## src/rtl/pgps_pkg.sv

```systemverilog
// pgps_pkg: shared widths, register indexes and controller/datapath bundles
// for the process grid partition search block; no dependencies
package pgps_pkg;

    localparam int CW      = 9;            // processor count and split width
    localparam int GW      = 12;           // grid size width
    localparam int NDIM    = 4;            // dimensions in hardware
    localparam int AREA_W  = 3 * GW;       // product of up to three grid sizes
    localparam int WT_W    = CW + 1;       // face count weight of one dimension
    localparam int TERM_W  = WT_W + AREA_W;
    localparam int ACC_W   = TERM_W + 3;   // full-precision cost
    localparam int COST_W  = 48;
    localparam int CFG_IW  = 3;
    localparam int CFG_DW  = 12;

    typedef enum logic [CFG_IW-1:0] {
        REG_NUM_DIMS  = 3'd0,
        REG_GRID_0    = 3'd1,
        REG_GRID_1    = 3'd2,
        REG_GRID_2    = 3'd3,
        REG_GRID_3    = 3'd4,
        REG_PERIODIC  = 3'd5
    } t_reg_idx;

    typedef struct packed {
        logic load;
        logic area_step;
        logic scan_div;
        logic scan_store;
        logic prod1;
        logic prod2;
        logic prod_div;
        logic cand0_set;
        logic cost_mul;
        logic cost_add;
        logic best_update;
        logic odo_step;
        logic odo_latch;
    } t_cmd;

    typedef struct packed {
        logic area_last;
        logic div_busy;
        logic rem_zero;
        logic scan_last;
        logic prod_over;
        logic cost_last;
        logic odo_end;
    } t_stat;

endpackage

```

## src/rtl/pgps_ctrl.sv

```systemverilog
// pgps_ctrl: sequencer for the partition search
// depends on pgps_pkg
module pgps_ctrl import pgps_pkg::*; (
    input  logic  i_clk,
    input  logic  i_rst_n,
    input  logic  i_start,
    input  t_stat i_stat,
    output t_cmd  o_cmd,
    output logic  o_busy,
    output logic  o_done
);
    typedef enum logic [3:0] {
        S_IDLE, S_AREA, S_SCAN_DIV, S_SCAN_WAIT, S_SCAN_STORE, S_PROD1, S_PROD2,
        S_CHK, S_DIV_WAIT, S_QUO, S_COST_MUL, S_COST_ADD, S_BEST, S_ODO, S_LATCH,
        S_DONE
    } t_state;

    t_state r_state, n_state;

    always_comb begin
        n_state = r_state;
        o_cmd   = '0;
        unique case (r_state)
            S_IDLE: begin
                if (i_start) begin
                    o_cmd.load = 1'b1;
                    n_state    = S_AREA;
                end
            end
            S_AREA: begin
                o_cmd.area_step = 1'b1;
                if (i_stat.area_last) n_state = S_SCAN_DIV;
            end
            S_SCAN_DIV: begin
                o_cmd.scan_div = 1'b1;
                n_state        = S_SCAN_WAIT;
            end
            S_SCAN_WAIT: begin
                if (!i_stat.div_busy) n_state = S_SCAN_STORE;
            end
            S_SCAN_STORE: begin
                o_cmd.scan_store = 1'b1;
                n_state = i_stat.scan_last ? S_PROD1 : S_SCAN_DIV;
            end
            S_PROD1: begin
                o_cmd.prod1 = 1'b1;
                n_state     = S_PROD2;
            end
            S_PROD2: begin
                o_cmd.prod2 = 1'b1;
                n_state     = S_CHK;
            end
            S_CHK: begin
                if (i_stat.prod_over) begin
                    n_state = S_ODO;
                end else begin
                    o_cmd.prod_div = 1'b1;
                    n_state        = S_DIV_WAIT;
                end
            end
            S_DIV_WAIT: begin
                if (!i_stat.div_busy) n_state = S_QUO;
            end
            S_QUO: begin
                if (i_stat.rem_zero) begin
                    o_cmd.cand0_set = 1'b1;
                    n_state         = S_COST_MUL;
                end else begin
                    n_state = S_ODO;
                end
            end
            S_COST_MUL: begin
                o_cmd.cost_mul = 1'b1;
                n_state        = S_COST_ADD;
            end
            S_COST_ADD: begin
                o_cmd.cost_add = 1'b1;
                n_state = i_stat.cost_last ? S_BEST : S_COST_MUL;
            end
            S_BEST: begin
                o_cmd.best_update = 1'b1;
                n_state           = S_ODO;
            end
            S_ODO: begin
                if (i_stat.odo_end) begin
                    n_state = S_DONE;
                end else begin
                    o_cmd.odo_step = 1'b1;
                    n_state        = S_LATCH;
                end
            end
            S_LATCH: begin
                o_cmd.odo_latch = 1'b1;
                n_state         = S_PROD1;
            end
            S_DONE: begin
                n_state = S_IDLE;
            end
            default: n_state = S_IDLE;
        endcase
    end

    always_ff @(posedge i_clk) begin
        if (!i_rst_n) begin
            r_state <= S_IDLE;
        end else begin
            r_state <= n_state;
        end
    end

    assign o_busy = (r_state != S_IDLE);
    assign o_done = (r_state == S_DONE);
endmodule

```

## config.mk

```make
export PLATFORM = sky130hd
export DESIGN_NAME = pgps_ctrl
export DESIGN_NICKNAME = d
export VERILOG_FILES = /design/src/rtl/pgps_pkg.sv /design/src/rtl/pgps_ctrl.sv
export SDC_FILE = /design/constraint.sdc
export NUM_CORES = 1
export LEC_CHECK = 0
export BUFFER_PORTS_ARGS = -buffer_cell sky130_fd_sc_hd__buf_2
export CORE_AREA = 2 2 39 41
export DETAILED_ROUTE_END_ITERATION = 12
export DIE_AREA = 0 0 41 43
export PLACE_DENSITY_LB_ADDON = 0.3
export SYNTH_ARGS = -nofsm -noshare
export SYNTH_HDL_FRONTEND = slang
export SYNTH_SLANG_ARGS = --single-unit
export TNS_END_PERCENT = 30
```

## constraint.sdc

```tcl
create_clock -name i_clk -period 2.6 [get_ports i_clk]
set_clock_uncertainty 0.15 [all_clocks]
set_input_delay 0.52 -clock i_clk [delete_from_list [all_inputs] [get_ports i_clk]]
set_output_delay 0.52 -clock i_clk [all_outputs]
set_load 0.01 [all_outputs]
```

==> results.ini, run 1 <==
[worst_setup_path]
arrival_ps = 1480
critPathCaptureType = output pin
cpMaxStageDelayCell = dfxtp_1
cpPeakStageDelay_ps = 660
startpoint_type = flop
cp_max_fo = 19
crit_chain = nand2_1, nor3_1, buf_2
crit_required_ps = 1930
critPathKind = flop to output pin

[finish]
n_antenna_cell = 0
final_util = 0.423
fin_area_um2 = 586
largest_reg_flops = 4
n_fill_cell = 153
drive_gt1_frac = 0.311
largest_register = r_state
area_growth_pct = 25.5
top_regs = r_state: 4 flops
nets = 102

[global_routing]
grt_use_total = 0.148
grt_pass1_vias = 440
antenna_found_initial = 0
grt-ovfl-total = 0
grt_pass1_wl_um = 1810
grt_max_degree = 20

[clocking]
clk_path_buf_depth = 2
clkSlewWorstSetupHoldPaths_ps = 40
cts_resized = 0
clock-sinks = 4
cts-root-buf = clkbuf_4
clkLatencyLatePin_ps = 240
cts_max_level = 1
post-cts-setup-buffers = 0
cts_hold_buf = 0
cts_tree = done
cts-buffers-inserted = 3

[detailed_routing]
vias_per_cell = 5.30
totalWireLength_um = 1180
ant_nets = 0
dr.pass1.iters = 4
wl_per_cell_um = 11.1
drc = 0
dr.first_iter.drc_count = 11
num_vias = 562

[timing]
slew_violations = 0
timing.final.ws_setup_ps = 449
fin_hold_ws_ps = 419
hold_violations = 0
fmax_mhz = 465
tns_ps = 0
rsz0062_at_grt = false
setup_violations = 0
finalCritPeriodShare = 0.827
worstMarginPinSlew_ps = 556
fin_crit_ps = 2150
slew_headroom = 0.629

[floorplan]
die_w_um = 41
dieArea_um2 = 1760
start_util = 0.337
core_area_um2 = 1380
die_y_um = 43
ioPinCount = 25
row_count = 14

[synthesis]
synth_most_common_cell = nor2_1
synth_top_cell_by_area = dfxtp_1
synth_cell_types = 30
yosysWarningCount = 0
synth.area.top_cells = dfxtp_1 (17%), nor2_1 (9.7%), nor3_1 (7.5%), buf_2 (5.4%), nand2b_1 (5.4%)
netlist_instances = 70
synthTopCellsByCount = nor2_1 (12), nor3_1 (7), nand2_1 (6)
synth_flop_cell = dfxtp_1
syn_area_um2 = 467
synth_area_per_cell_um2 = 6.67
syn_nets = 80
synth_top_cell_area_share = 0.172
seq_area_frac_synth = 0.172
synth_edf_count = 0
async_flop_share = 0
ys_seq_elements = 4

[min_path]
min-delay-path-class = primary input to flop

[placed_design]
placed_cell_area_um2 = 563
place.gp.congestion = 0.848
hpwl_um = 860
pre_cts_ws_ps = 722
port_buffers = 24

[status]
status = completed

[power]
p_per_area_nw_per_um2 = 370
ir_drop_mv = 0.196
power.leakage_uw = 0.000272

[job]
drv_cap = 0

[final timing paths]
| check | startpoint | endpoint | slack, ps | depth (start not counted) |
|---|---|---|---|---|
| setup / recovery | r_state[1]$_SDFFE_PN0P_ | o_cmd[6] | 450 | 3 |
| hold / removal | i_rst_n | r_state[3]$_SDFFE_PN0P_ | 420 | 2 |
| setup reg to reg | r_state[2]$_SDFFE_PN0P_ | r_state[0]$_SDFFE_PN0P_ | 760 | 4 |
| hold reg to reg | r_state[3]$_SDFFE_PN0P_ | r_state[3]$_SDFFE_PN0P_ | 560 | 2 |
[power by group]
part	internal [µW]	total [µW]	switching, µW
logic	29.5	60.3	30.9
clock network	51.6	76.9	25.3
registers	65.0	79.3	14.3
total	146	217	70.5
[metal layers]
layer  track usage  vias up  part of all wire
li1              -      291                 -
met1         0.223      255              0.48
met2         0.188       16              0.46
met3        0.0471        0             0.054
met4        0.0600        0                 0
met5             0        -                 0
[cell families after synthesis]
kind of cell,share of synthesized area
AO/OA/AOI/OAI,0.239
flip-flops,0.172
buffers and inverters,0.102
AND/OR/NAND/NOR,0.488
[placed cells by master (no fill, tap or decap)]
master     synthesis  final
buf_2              5     24
nor2_1            12     12
nor3_1             7      7
nand2_1            6      6
nand2b_1           4      4
dfxtp_1            4      4
or2b_1             3      3
a31oi_1            3      3
clkbuf_4           0      3
nand3_1            2      2
o21ai_0            2      2
nand3b_1           2      2
a21boi_0           2      2
inv_1              1      1
nand4bb_1          1      1
and3_1             1      1
and2_1             1      1
a211oi_1           1      1
a211o_1            1      1
or3b_1             1      1
a21oi_2            1      1
o22ai_1            1      1
and2b_1            1      1
o32ai_1            1      1
or3_1              1      1
o221a_1            1      1
a21oi_1            1      1
nor2b_1            1      1
o2111a_1           1      1
[area by class of cell]
class | count | area, µm² | area share
timing repair buffer | 24 | 120 | 0.205
sequential | 4 | 80.1 | 0.137
multi-input combinational | 58 | 339 | 0.579
clock buffer | 3 | 22.5 | 0.0385
tap | 16 | 20.0 | 0.0342
inverter | 1 | 3.75 | 0.00641
[critical path: cells and delay by family (launching register included)]
kind,cells,cell delay (ps)
buffers and inverters,1,160
DFF,1,660
and+or+nand+nor,2,420
[stage by stage]
step                      total power [µW]  cells
after global routing                   233    106
after floorplan                        124     70
after global placement                 140    103
final                                  217    106
after detailed placement               140    103
after CTS                              220    106
(Power assumes the default switching activity.)
==> inputs of run 2 (changes only) <==
==> constraint.sdc (replaced) <==
create_clock -name i_clk -period 1.9 [get_ports i_clk]
set_clock_uncertainty 0.15 [all_clocks]
set_input_delay 0.38 -clock i_clk [delete_from_list [all_inputs] [get_ports i_clk]]
set_output_delay 0.38 -clock i_clk [all_outputs]
set_load 0.01 [all_outputs]
==> run 2 against run 1 <==
Effect of this change: hold slack got worse by 150 ps; sequential power rose by 31%; design area rose by 7.3%; combinational power rose by 58%; final cell count rose by 4.7%; non-clock buffer count rose by 5; clock power rose by 40%; first-iteration DRC count rose by 27%; wire length rose by 6.8%; setup slack got worse by 380 ps; sequential share of layout area fell by 0.13 points; sequential cell count did not move; highest routed layer is now met4.
==> results.ini, run 2 (synthesis results as in run 1) <==
[placed_design]
port_buffers = 24
pre_cts_ws_ps = 192
dp_cells = 108
hpwl_um = 933
place.gp.congestion = 0.851

[detailed_routing]
drc = 0
ant_nets = 0
num_vias = 596
dr.pass1.iters = 4
dr.first_iter.drc_count = 14
wl_per_cell_um = 11.3
vias_per_cell = 5.37
totalWireLength_um = 1260

[finish]
final_cells = 111
n_antenna_cell = 0
nets = 107
area_growth_pct = 34.6
largest_reg_flops = 4
top_regs = r_state: 4 flops
layout_commonest_cell = buf_2
largest_register = r_state
drive_gt1_frac = 0.389
final_cell_mix = buf_2 (24), nor2_1 (12), nor3_1 (7)

[job]
drv_cap = 0

[power]
p_per_area_nw_per_um2 = 489
ir_drop_mv = 0.288
power.switching_uw = 99.7
power.leakage_uw = 0.000301
pwr-share-clk = 0.351
sw_frac_of_total = 0.325
seqPwrFrac = 0.338
internal_power_uw = 207
power.total_uw = 307
p_comb_frac = 0.311

[min_path]
min-delay-path-class = primary input to flop

[clocking]
cts-buffers-inserted = 3
cts_hold_buf = 0
clkSlewWorstSetupHoldPaths_ps = 40
cts-root-buf = clkbuf_4
clock-sinks = 4
cts_tree = done
cts_max_level = 1
clk_path_buf_depth = 2
clkLatencyLatePin_ps = 240

[timing]
rsz0062_at_grt = false
fin_crit_ps = 1830
fin_hold_ws_ps = 271
setup_violations = 0
slew_violations = 0
worstMarginPinSlew_ps = 329
finalCritPeriodShare = 0.964
fmax_mhz = 546
slew_headroom = 0.780
timing.final.ws_setup_ps = 68.2
hold_violations = 0
tns_ps = 0

[worst_setup_path]
cp_max_fo = 11
critPathKind = flop to output pin
critPathCaptureType = output pin
arrival_ps = 1300
startpoint_type = flop
crit_required_ps = 1370

[floorplan]
dieArea_um2 = 1760
row_count = 14
die_y_um = 43
die_w_um = 41
start_util = 0.337
core_area_um2 = 1380
ioPinCount = 25

[global_routing]
grt_max_degree = 15
grt_pass1_vias = 487
grt_most_used_layer = met1
use_met2 = 0.219
antenna_found_initial = 0
use_met1 = 0.256
grt.met3_usage = 0.0838
grt-ovfl-total = 0
grt_pass1_wl_um = 2130
grt_use_total = 0.173

[status]
status = completed

run 2: cell types whose count changed in the layout (fill, tap and decap cells not counted), sizes merged:
| cell | change |
|---|---|
| buf | +5 |
run 2: metrics by stage:
stage	util	area, µm²
floorplan	-	467
global placement	0.434	601
detailed placement	0.434	601
CTS	0.451	624
global route	0.454	628
finish	0.454	628
run 2: worst max-delay path, cell delays in order, from the launching register on:
cell and delay (ps):
dfxtp_2 360, buf_4 160, nand2b_1 190, nor3_1 190, buf_2 150
run 2: what timing repair did:
action                                  4_1_cts  5_1_grt
endpoints found under the setup margin        1        8
buffers inserted                              0        0
gates resized for setup                       1        3
hold endpoints to repair                      0        0
run 2: worst paths after layout:
kind / startpoint / depth (start not counted) / endpoint / slack (ps)
max: r_state[1]$_SDFFE_PN0P_ / 4 / o_cmd[1] / 70
min: i_rst_n / 2 / r_state[0]$_SDFFE_PN0P_ / 270
max reg2reg: r_state[3]$_SDFFE_PN0P_ / 4 / r_state[0]$_SDFFE_PN0P_ / 300
min reg2reg: r_state[2]$_SDFFE_PN0P_ / 3 / r_state[3]$_SDFFE_PN0P_ / 490
run 2: cell type report:
cell class	count	area (µm²)
clock buffer	3	22.5
fill	151	756
inverter	1	3.75
multi-input combinational	58	339
sequential	4	85.1
tap	16	20.0
timing repair buffer	29	158
run 2: metal layers:
layer  vias to the layer above  routed length [µm]
li1                        300                   -
met1                       271                 560
met2                        21                 571
met3                         4                 103
met4                         0                  21
met5                         -                   0
run 2: power by group through the flow:
stage                     registers (µW)  logic [µW]  clock network (µW)
after global placement               103        95.0                   0
final                                104        95.4                 108
after floorplan                     91.7        77.8                   0
after CTS                            102        95.0                 113
after detailed placement             104        94.1                   0
after global routing                 105         109                 121
==> inputs of run 3 (changes only) <==
==> constraint.sdc (replaced) <==
create_clock -name i_clk -period 2.15 [get_ports i_clk]
set_clock_uncertainty 0.15 [all_clocks]
set_input_delay 0.43 -clock i_clk [delete_from_list [all_inputs] [get_ports i_clk]]
set_output_delay 0.43 -clock i_clk [all_outputs]
set_load 0.01 [all_outputs]
==> run 3 against run 2 <==
Effect of this change: critical path depth stayed put; highest routed layer is now met3; combinational power is 14% lower; largest cell class unchanged; hold slack better by 53 ps; core utilization is 1.3 points lower; sequential share of layout area hardly changed.
==> results.ini, run 3 (synthesis results as in run 1) <==
[status]
status = completed

[timing]
worstMarginPinSlew_ps = 319
setup_violations = 0
hold_violations = 0
tns_ps = 0
fmax_mhz = 524
slew_violations = 0
slew_headroom = 0.786
fin_crit_ps = 1910
finalCritPeriodShare = 0.888
rsz0062_at_grt = false

[clocking]
clk_path_buf_depth = 2
clkSlewWorstSetupHoldPaths_ps = 40
cts_max_level = 1
cts_resized = 0
clkLatencyLatePin_ps = 230
cts-buffers-inserted = 3
cts-root-buf = clkbuf_4
clock-sinks = 4
post-cts-setup-buffers = 0
cts_hold_buf = 0
cts_tree = done

[job]
drv_cap = 0

[worst_setup_path]
cpPeakStageDelay_ps = 440
cp_max_fo = 9
cpMaxStageDelayCell = dfxtp_1
startpoint_type = flop
crit_chain = buf_4, or2b_1, nor2_1, buf_2
critPathKind = flop to output pin
cp_top_family = flip-flops
critPathCaptureType = output pin
crit_required_ps = 1570
crit_buf_inv = 2
arrival_ps = 1330

[power]
p_comb_frac = 0.310
seqPwrFrac = 0.347
internal_power_uw = 182
power.leakage_uw = 0.000289
power.switching_uw = 83.6
p_per_area_nw_per_um2 = 435
ir_drop_mv = 0.397
pwr-share-clk = 0.343
power.total_uw = 265
sw_frac_of_total = 0.315

[min_path]
min-delay-path-class = primary input to flop

[global_routing]
grt-ovfl-total = 0
grt_max_degree = 20
grt_use_total = 0.155
grt_pass1_vias = 479
antenna_found_initial = 0
grt_pass1_wl_um = 1910

[placed_design]
port_buffers = 24
dp_cells = 106
place.gp.congestion = 0.825
hpwl_um = 905

[finish]
layout_commonest_cell = buf_2
n_antenna_cell = 0
drive_gt1_frac = 0.355
area_growth_pct = 30.8
largest_reg_flops = 4
final_cell_mix = buf_2 (24), nor2_1 (12), nor3_1 (7)
nets = 105
top_regs = r_state: 4 flops
largest_register = r_state
final_cells = 109

[detailed_routing]
drc = 0
vias_per_cell = 5.17
totalWireLength_um = 1190
ant_nets = 0
dr.pass1.iters = 4
dr.first_iter.drc_count = 12
num_vias = 563
wl_per_cell_um = 10.9

[floorplan]
ioPinCount = 25
start_util = 0.337
die_y_um = 43
row_count = 14
dieArea_um2 = 1760
core_area_um2 = 1380
die_w_um = 41

## run 3: power by group through the flow
stage	clock (µW)	sequential, µW	combinational [µW]
final	91.1	92.1	82.2
after detailed placement	0	92.4	82.7
after floorplan	0	81.1	68.8
after global routing	105	94.5	92.7
after global placement	0	92.4	82.2
after CTS	97.2	91.6	83.0
## run 3: per-layer routing
| metal | GRT usage | routed length [µm] |
|---|---|---|
| met5 | 0 | 0 |
| met4 | 0.0200 | 0 |
| met3 | 0.0785 | 79 |
| met2 | 0.216 | 536 |
| met1 | 0.218 | 574 |
## run 3: cell type report
class	count	area, µm²
inverter	1	3.75
clock buffer	3	22.5
sequential	4	82.6
fill	165	773
tap	16	20.0
timing repair buffer	27	143
multi-input combinational	58	339
## run 3: final timing paths
path	endpoint	startpoint	slack, ps	depth (start not counted)
worst min register to register	r_state[3]$_SDFFE_PN0P_	r_state[3]$_SDFFE_PN0P_	480	2
worst max register to register	r_state[0]$_SDFFE_PN0P_	r_state[3]$_SDFFE_PN0P_	450	4
worst min-delay path	r_state[0]$_SDFFE_PN0P_	i_rst_n	320	2
worst max-delay path	o_cmd[4]	r_state[3]$_SDFFE_PN0P_	240	4
## run 3: metrics by stage
step	instance area (µm²)	utilization	hold WS, ps	setup slack (ps)
after floorplan	467	-	408	539
after global placement	586	0.423	475	384
after detailed placement	586	0.423	476	377
after CTS	608	0.439	326	140
after global routing	611	0.441	331	130
final	611	0.441	324	240
